$ cat src/hdu_pkg.sv
`default_nettype none

package hdu_pkg;

    // angle pipeline sizes and word widths
    localparam int ANGLE_STEPS_DEF = 24;
    localparam int TAB_LEN         = 40;
    localparam int ANG_W           = 34;   // CORDIC x, y and z
    localparam int TRIG_W          = 32;   // sine and cosine, Q30
    localparam int ROOT_W          = 31;   // square root result
    localparam int SQ_IN_W         = 61;   // square root operand
    localparam int REM_W           = 62;   // square root remainder

    localparam logic [ANG_W-1:0] GAIN_Q30 = ANG_W'(652032874);
    localparam logic [29:0]      PI_Q28   = 30'd843314857;
    localparam logic [25:0]      DIST_MAX = 26'd67108863;
    localparam logic [23:0]      RADIUS_RESET = 24'd6523904;

    // degree to binary angle: offset keeps the operand positive,
    // the offset quotient drops out modulo a full turn
    localparam logic [30:0] TURN_OFFSET = 31'd1509949440;   // 90 * 2^24
    localparam logic [31:0] DIV_M       = 32'd3054198967;   // ceil(2^38 / 90)
    localparam int          DIV_SHIFT   = 38;
    localparam logic [16:0] FRAC_M      = 17'd93207;        // ceil(2^23 / 90)

    // arctangent of 2^-i in binary angle units
    function automatic logic [29:0] atan_entry(input int idx);
        logic [29:0] v;
        case (idx)
            0:  v = 30'd536870912;
            1:  v = 30'd316933406;
            2:  v = 30'd167458907;
            3:  v = 30'd85004756;
            4:  v = 30'd42667331;
            5:  v = 30'd21354465;
            6:  v = 30'd10679838;
            7:  v = 30'd5340245;
            8:  v = 30'd2670163;
            9:  v = 30'd1335087;
            10: v = 30'd667544;
            11: v = 30'd333772;
            12: v = 30'd166886;
            13: v = 30'd83443;
            14: v = 30'd41722;
            15: v = 30'd20861;
            16: v = 30'd10430;
            17: v = 30'd5215;
            18: v = 30'd2608;
            19: v = 30'd1304;
            20: v = 30'd652;
            21: v = 30'd326;
            22: v = 30'd163;
            23: v = 30'd81;
            24: v = 30'd41;
            25: v = 30'd20;
            26: v = 30'd10;
            27: v = 30'd5;
            28: v = 30'd3;
            29: v = 30'd1;
            30: v = 30'd1;
            default: v = 30'd0;
        endcase
        return v;
    endfunction

    // floor((rem * 2^k + 45) / 90), k = 10 for whole, 9 for half angles
    function automatic logic [10:0] frac_turn(input logic [6:0] rem, input logic half);
        logic [16:0] v;
        logic [33:0] p;
        v = half ? (17'({rem, 9'b0}) + 17'd45) : (17'({rem, 10'b0}) + 17'd45);
        p = 34'(v) * 34'(FRAC_M);
        return p[33:23];
    endfunction

endpackage

`default_nettype wire

$ cat src/hdu_isqrt.sv
`default_nettype none

// Pipelined integer square root, one result bit per stage.
// A side word rides along unchanged.
module hdu_isqrt import hdu_pkg::*; #(
    parameter int SIDE_W = 1
) (
    input  wire logic               i_clk,
    input  wire logic               i_rst_n,
    input  wire logic               i_en,
    input  wire logic               i_valid,
    input  wire logic [SQ_IN_W-1:0] i_value,
    input  wire logic [SIDE_W-1:0]  i_side,
    output logic                    o_valid,
    output logic [ROOT_W-1:0]       o_root,
    output logic [SIDE_W-1:0]       o_side
);

    localparam logic [REM_W-1:0]  REM_ONE  = REM_W'(1);
    localparam logic [ROOT_W-1:0] ROOT_ONE = ROOT_W'(1);

    logic [REM_W-1:0]  r_rem  [0:ROOT_W-1];
    logic [ROOT_W-1:0] r_root [0:ROOT_W-1];
    logic [SIDE_W-1:0] r_side [0:ROOT_W-1];
    logic [REM_W-1:0]  c_rem  [0:ROOT_W];
    logic [ROOT_W-1:0] c_root [0:ROOT_W];
    logic [SIDE_W-1:0] c_side [0:ROOT_W];
    logic [ROOT_W-1:0] r_v;

    assign c_rem[0]  = REM_W'(i_value);
    assign c_root[0] = '0;
    assign c_side[0] = i_side;

    for (genvar gk = 0; gk < ROOT_W; gk++) begin : g_bit
        localparam int B = ROOT_W - 1 - gk;
        logic [REM_W-1:0] w_trial;

        // remainder must cover (2*root + bit) * bit
        assign w_trial = (REM_W'(c_root[gk]) << (B + 1)) + (REM_ONE << (2 * B));

        always_ff @(posedge i_clk) begin
            if (i_en) begin
                r_side[gk] <= c_side[gk];
                if (c_rem[gk] >= w_trial) begin
                    r_rem[gk]  <= c_rem[gk] - w_trial;
                    r_root[gk] <= c_root[gk] | (ROOT_ONE << B);
                end else begin
                    r_rem[gk]  <= c_rem[gk];
                    r_root[gk] <= c_root[gk];
                end
            end
        end

        assign c_rem[gk+1]  = r_rem[gk];
        assign c_root[gk+1] = r_root[gk];
        assign c_side[gk+1] = r_side[gk];
    end

    always_ff @(posedge i_clk) begin
        if (!i_rst_n) begin
            r_v <= '0;
        end else if (i_en) begin
            r_v <= {r_v[ROOT_W-2:0], i_valid};
        end
    end

    assign o_valid = r_v[ROOT_W-1];
    assign o_root  = c_root[ROOT_W];
    assign o_side  = c_side[ROOT_W];

endmodule

`default_nettype wire
$ cat config.mk
export PLATFORM = sky130hd
export DESIGN_NAME = hdu_isqrt
export DESIGN_NICKNAME = d
export VERILOG_FILES = /design/src/hdu_pkg.sv /design/src/hdu_isqrt.sv
export SDC_FILE = /design/constraint.sdc
export NUM_CORES = 2
export LEC_CHECK = 0
export ABC_AREA = 0
export BUFFER_PORTS_ARGS = -buffer_cell sky130_fd_sc_hd__buf_4
export CAP_MARGIN = 25
export CORE_MARGIN = 2
export CORE_UTILIZATION = 30
export DETAILED_ROUTE_END_ITERATION = 10
export PLACE_DENSITY_LB_ADDON = 0.15
export SLEW_MARGIN = 20
export SYNTH_ARGS = -nofsm -noshare
export SYNTH_HDL_FRONTEND = slang
export SYNTH_SLANG_ARGS = --single-unit
$ cat constraint.sdc
create_clock -name i_clk -period 11 [get_ports i_clk]
set_clock_uncertainty 0.1 [all_clocks]
set_input_delay 3.3 -clock i_clk [delete_from_list [all_inputs] [get_ports i_clk]]
set_output_delay 3.3 -clock i_clk [all_outputs]
set_load 0.05 [all_outputs]
After elaboration in Yosys (flattened, before gate mapping):

Memory sizes are Yosys's and may differ from the RTL's.
Index checks and enable logic that the tools add are counted.

* add/subtract/negate cells: 61
* multiply operators: 0
* divide/modulo/power cells: 0
* $lt $le $gt $ge: 31
* equal/unequal tests: 0
* shift-type cells: 0
* muxes and demuxes: 250
* bitwise gates (word level): 62
* reduce and logical (&&, ||, !) cells: 0

Operator list (count)
* $mux 62: 31
* $mux 31: 31
* $mux 1: 188
* $add 61x59->62 const B: 1
* $ge 62x33->1: 1
* $ge 62x34->1: 1
* $ge 62x35->1: 1
* $ge 62x36->1: 1
* $ge 62x37->1: 1
* $ge 62x38->1: 1
* $ge 62x39->1: 1
* $ge 62x40->1: 1
* $ge 62x41->1: 1
* $ge 62x42->1: 1
* $ge 62x43->1: 1
* $ge 62x44->1: 1
* $ge 62x45->1: 1
* $ge 62x46->1: 1
* $ge 62x47->1: 1
* $ge 62x48->1: 1
* $ge 62x49->1: 1
* $ge 62x50->1: 1
* $ge 62x51->1: 1
* $ge 62x52->1: 1
* other kinds (72): 133

* register bits: 31
* latch bits: 0
* RAM bits: 2914
* ROM bits: 0
* bits of input ports: 66
* output and inout port bits: 33
* logic and storage cells: 408
* memories kept: 3

Memories
* r_rem: words 31, width 62, rd ports 30, clocked after Yosys merged registers in 0, wr ports 31, line hdu_isqrt.sv:22 `logic [REM_W-1:0] r_rem [0:ROOT_W-1];`
* r_root: words 31, width 31, rd ports 31, clocked after Yosys merged registers in 0, wr ports 31, line hdu_isqrt.sv:23 `logic [ROOT_W-1:0] r_root [0:ROOT_W-1];`
* r_side: words 31, width 1, rd ports 31, clocked after Yosys merged registers in 0, wr ports 31, line hdu_isqrt.sv:24 `logic [SIDE_W-1:0] r_side [0:ROOT_W-1];`

Logic depth before layout (Yosys ltp):

An unclocked memory read counts as a cell.

* depth after elaboration: 7
* depth in mapped cells: 14
* mapped depth without buffers: 12

Worst setup path after synthesis:

OpenSTA, ideal clock, no wires.

* path type: input to register
* start point: input port i_en
* end point: memory r_rem[16][0], in the netlist r_rem[1][0] (enable)
* library setup time: 0.465 ns
* arrival time: 6.392 ns
* data required time: 10.435 ns
* setup slack: 4.042 ns
* cell stages on the path: 4
* path buffers: 4
* cells stage by stage: clkbuf_1 > clkbuf_1 > clkbuf_1 > clkbuf_1

RTL lines
* start, declared: line hdu_isqrt.sv:10 `input wire logic i_en,`
* end, declared: line hdu_isqrt.sv:22

==> impl_summary.log <==
INFO  metric ys_ff_latch = between 2000 and 2500
INFO  metric reg2reg_setup_slack = 5.83 ns
INFO  metric relSlewSlack = 21.42%
INFO  metric via_density_per_instance = 5.020
INFO  metric synth_cells = 9471
INFO  metric initial_core_util = 30.11%
INFO  metric final_max_slew_viol_count = 0
INFO  metric cts_tree = yes
INFO  metric synthFlopType = sky130_fd_sc_hd__edfxtp_1
INFO  metric pwr-share-clk = 35.2%
INFO  metric placement.setup.worst_slack = 4.193 ns
INFO  metric synth.lib_cells_used.distinct = 98
INFO  metric detailroute.via_count = 75890
INFO  metric worst-endpoint-required = 11.53 ns
INFO  metric switching_share = between 30% and 40%
INFO  metric number_of_antenna_violations_at_the_first_check_in_global_routing = 14
INFO  metric globalRoute.totalOverflow = 0
INFO  metric startpoint = i_en
INFO  metric power_per_cell_area = 211.3 nW/µm²
INFO  metric grt_max_degree = roughly 200
INFO  metric synth.yosys.warnings = 0
INFO  metric worst_r2r_path_depth = 10
INFO  metric synth-edff-count = 2387
INFO  metric via_count_of_the_first_global_routing_pass = 74590
INFO  metric seq_power_share = 44.8%
INFO  metric worstSetupPathType = in -> reg
INFO  metric status = finished clean
INFO  metric clock_path_buffers = 4
INFO  metric critPathCaptureType = register
INFO  metric grt_pass1_wl = between 500 and 600 mm
INFO  metric htree_levels = 5
INFO  metric setup-tns-final = 0 ns
INFO  metric fp.dieW = 628.4 µm
INFO  metric critical_path.reg2reg.endpoint = r_rem[1][662]$_DFFE_PP_
INFO  metric nNetsFinal = 10270
INFO  metric max_capacitance_violation_total = 0
INFO  metric syn2layout_area_growth = 14.39%
INFO  metric fin_crit_sh = 53.49%
INFO  metric die_area = between 300000 and 400000 µm²
INFO  metric hold_start = r_side[1][12]$_DFFE_PP_
INFO  metric post_cts_sizing = 0
INFO  metric floorplan.core_area = approximately 390000 µm²
INFO  metric min_delay_path_depth = 0
INFO  metric post-route-min-period = 5.884 ns
INFO  metric final_antenna_net_count = 0
INFO  metric num_io_pins = 99
INFO  metric cts_num_sinks = around 2400
INFO  metric crit_fanout = 35
INFO  metric core.rowCount = 229
INFO  metric number_of_setup_buffers_added_after_cts = 0
INFO  metric synth_cell_area = 117000 µm²
INFO  metric clk_root_buffer_cell = sky130_fd_sc_hd__clkbuf_16
INFO  metric r2r-start = r_rem[1][571]$_DFFE_PP_
INFO  metric post_drt_wl_per_cell = around 22 µm
INFO  metric fmaxAchievable = 169.9 MHz
INFO  metric hold_buffers = 0
INFO  metric place.gp.congestion = just over 0.9
INFO  metric layout_setup_ws = 5.116 ns
INFO  metric cellInternalPower = 0.01973 W
INFO  metric postSynth.asyncResetShare = 0%
INFO  metric portBuffers = 98
INFO  metric power.combinational.fraction = 20.0%
INFO  metric timing.hold.worst_endpoint = r_side[1][13]$_DFFE_PP_
INFO  metric die_h = roughly 630 µm
INFO  metric timing.final.hold_violations = 0
INFO  metric post-route-drc-count = 0
INFO  metric syn-num-nets = 10060
INFO  metric worst_ep_arrival_time = 6.41 ns
INFO  metric net-switching-power = 0.008537 W
INFO  metric seq_area_frac_synth = 61.81%
INFO  metric layout.core_utilization = approximately a third
INFO  metric hold_path.class = reg -> reg
INFO  metric cts_buf_count = around 300
INFO  metric dpl.hpwl = about 260 mm
INFO  metric syn_area_per_cell = 12.35 µm²
INFO  metric clk_latency = 0.94 ns
INFO  metric grt_util_all_layers = 16.70%
INFO  metric drt_wl_total = 339.1 mm
INFO  metric maximum_vdd_ir_drop = 0.0001173 V
INFO  metric drt-initial-drc-count = 7331
INFO  metric critPathLaunchType = input port
INFO  metric setup_repair_after_global_routing_missed_its_margin = false
INFO  metric p_leak = just under 50 nW
INFO  metric tightestPinTransition = about 1.2 ns
INFO  metric worst_setup_hold_path_clk_slew = 0.06 ns
INFO  metric finalSetupViolCount = 0
INFO  metric ratio_of_cells_with_drive_above_1_in_the_final_layout = 7.645%
INFO  metric detail_route.first_pass.iterations = 6
INFO  metric totalPowerFinal = about 0.028 W
==> per-stage QoR <==
| stage | area, µm² | hold slack [ns] | cells |
|---|---|---|---|
| 2_1_floorplan | 117000 | 0.3003 | 9471 |
| 3_3_place_gp | 123900 | 0.3041 | 14570 |
| 3_5_place_dp | 123900 | 0.3052 | 14580 |
| 4_1_cts | 133700 | 0.3124 | 15110 |
| 5_1_grt | 133800 | 0.3172 | 15120 |
| 6_report | 133800 | 0.3108 | 15120 |
==> cells in the final DEF, fill, tap and decap left out, types with 38 or more instances in the layout <==
master / n
sky130_fd_sc_hd__a211oi_1: 42
sky130_fd_sc_hd__a21o_1: 232
sky130_fd_sc_hd__a21oi_1: 461
sky130_fd_sc_hd__a31oi_1: 38
sky130_fd_sc_hd__and3_1: 44
sky130_fd_sc_hd__buf_4: 164
sky130_fd_sc_hd__bufinv_16: 38
sky130_fd_sc_hd__clkbuf_1: 55
sky130_fd_sc_hd__clkbuf_16: 302
sky130_fd_sc_hd__clkinv_1: 57
sky130_fd_sc_hd__clkinv_2: 40
sky130_fd_sc_hd__edfxtp_1: 2387
sky130_fd_sc_hd__ha_1: 523
sky130_fd_sc_hd__inv_1: 643
sky130_fd_sc_hd__mux2_2: 48
sky130_fd_sc_hd__mux2i_1: 40
sky130_fd_sc_hd__nand2_1: 703
sky130_fd_sc_hd__nand2b_1: 96
sky130_fd_sc_hd__nand3_1: 145
sky130_fd_sc_hd__nand4_1: 177
sky130_fd_sc_hd__nor2_1: 559
sky130_fd_sc_hd__nor2b_1: 102
sky130_fd_sc_hd__nor3_1: 296
sky130_fd_sc_hd__nor4_1: 344
sky130_fd_sc_hd__nor4b_1: 61
sky130_fd_sc_hd__o21a_1: 103
sky130_fd_sc_hd__o21ai_0: 500
sky130_fd_sc_hd__o21bai_1: 54
sky130_fd_sc_hd__o31ai_1: 38
sky130_fd_sc_hd__or2_2: 42
sky130_fd_sc_hd__or3_1: 97
sky130_fd_sc_hd__or4_1: 73
sky130_fd_sc_hd__xnor2_1: 403
sky130_fd_sc_hd__xor2_1: 416
==> kinds of logic after synthesis <==
| kind of cell | share of synthesized area [%] |
|---|---|
| adder cells (fa/ha/maj) | 5.594 |
| buffers and inverters | 3.050 |
| flip-flops | 61.81 |
| multiplexers | 0.8236 |
| AND/OR/NAND/NOR | 13.11 |
| AO/OA/AOI/OAI | 9.483 |
| XOR/XNOR | 6.132 |
==> power by group through the flow <==
| stage | combinational [W] | sequential, W | clock, W |
|---|---|---|---|
| final | 0.00565 | 0.0127 | 0.00996 |
| after global routing | 0.00626 | 0.0128 | 0.0106 |
| after floorplan | 0.00405 | 0.0123 | 0 |
| after CTS | 0.00561 | 0.0127 | 0.0103 |
| after detailed placement | 0.00556 | 0.0129 | 0 |
| after global placement | 0.00553 | 0.0129 | 0 |
==> how the worst max path moves through the flow <==
stage | end | slack (ns) | depth (start not counted)
6_report | r_rem[1][160]$_DFFE_PP_ | 5.12 | 8
5_1_grt | r_rem[0][961]$_DFFE_PP_ | 4.97 | 9
4_1_cts | r_rem[1][151]$_DFFE_PP_ | 5.18 | 8
3_5_place_dp | r_rem[0][986]$_DFFE_PP_ | 4.19 | 9
3_3_place_gp | r_rem[0][962]$_DFFE_PP_ | 4.16 | 9
2_1_floorplan | r_rem[1][0]$_DFFE_PP_ | 4.04 | 4
==> area by class of cell <==
type / count / area [µm²]
fill: 38110 / 254700
sequential: 2418 / 72300
multi-input combinational: 6142 / 41290
clock buffer: 360 / 7805
tap: 5197 / 6502
inverter: 644 / 2417
clock inverter: 168 / 1968
timing repair buffer: 183 / 1521
antenna: 5 / 12.51
==> worst max-delay path: stages <==
cell and delay [ns]:
sky130_fd_sc_hd__buf_16 0.26, sky130_fd_sc_hd__buf_4 0.49, sky130_fd_sc_hd__buf_4 0.48, sky130_fd_sc_hd__nand3b_1 0.14, sky130_fd_sc_hd__or4_1 0.54, sky130_fd_sc_hd__a211oi_4 0.27
sky130_fd_sc_hd__buf_4 0.41, sky130_fd_sc_hd__mux2_2 0.38
==> sequential cells by signal, summed over array words and instances (netlist names) <==
name and flops:
r_rem 1860, r_side 31, r_v 31, r_root 496
==> layer usage <==
metal	global-route usage [%]	vias to the layer above	wire, µm
met5	0	-	7
met3	2.852	443	19700
met4	4.073	2	8345
li1	-	35960	-
met1	24.07	37420	160600
met2	25.99	2062	150500
==> synth_stat cells (103+ instances only) <==
| master | n | area (µm²) |
|---|---|---|
| sky130_fd_sc_hd__nor3_1 | 297 | 1486 |
| sky130_fd_sc_hd__a21oi_1 | 462 | 2312 |
| sky130_fd_sc_hd__ha_1 | 523 | 6544 |
| sky130_fd_sc_hd__clkbuf_1 | 206 | 773.2 |
| sky130_fd_sc_hd__edfxtp_1 | 2387 | 71680 |
| sky130_fd_sc_hd__nand4_1 | 177 | 1107 |
| sky130_fd_sc_hd__a21o_1 | 232 | 1742 |
| sky130_fd_sc_hd__xnor2_1 | 403 | 3530 |
| sky130_fd_sc_hd__o21a_1 | 103 | 773.2 |
| sky130_fd_sc_hd__nor2_1 | 561 | 2106 |
| sky130_fd_sc_hd__nand3_1 | 145 | 725.7 |
| sky130_fd_sc_hd__inv_1 | 644 | 2417 |
| sky130_fd_sc_hd__o21ai_0 | 501 | 2507 |
| sky130_fd_sc_hd__nand2_1 | 703 | 2639 |
| sky130_fd_sc_hd__xor2_1 | 416 | 3643 |
| sky130_fd_sc_hd__nor4_1 | 351 | 2196 |
No activity file was read; power rests on OpenSTA's default activity.
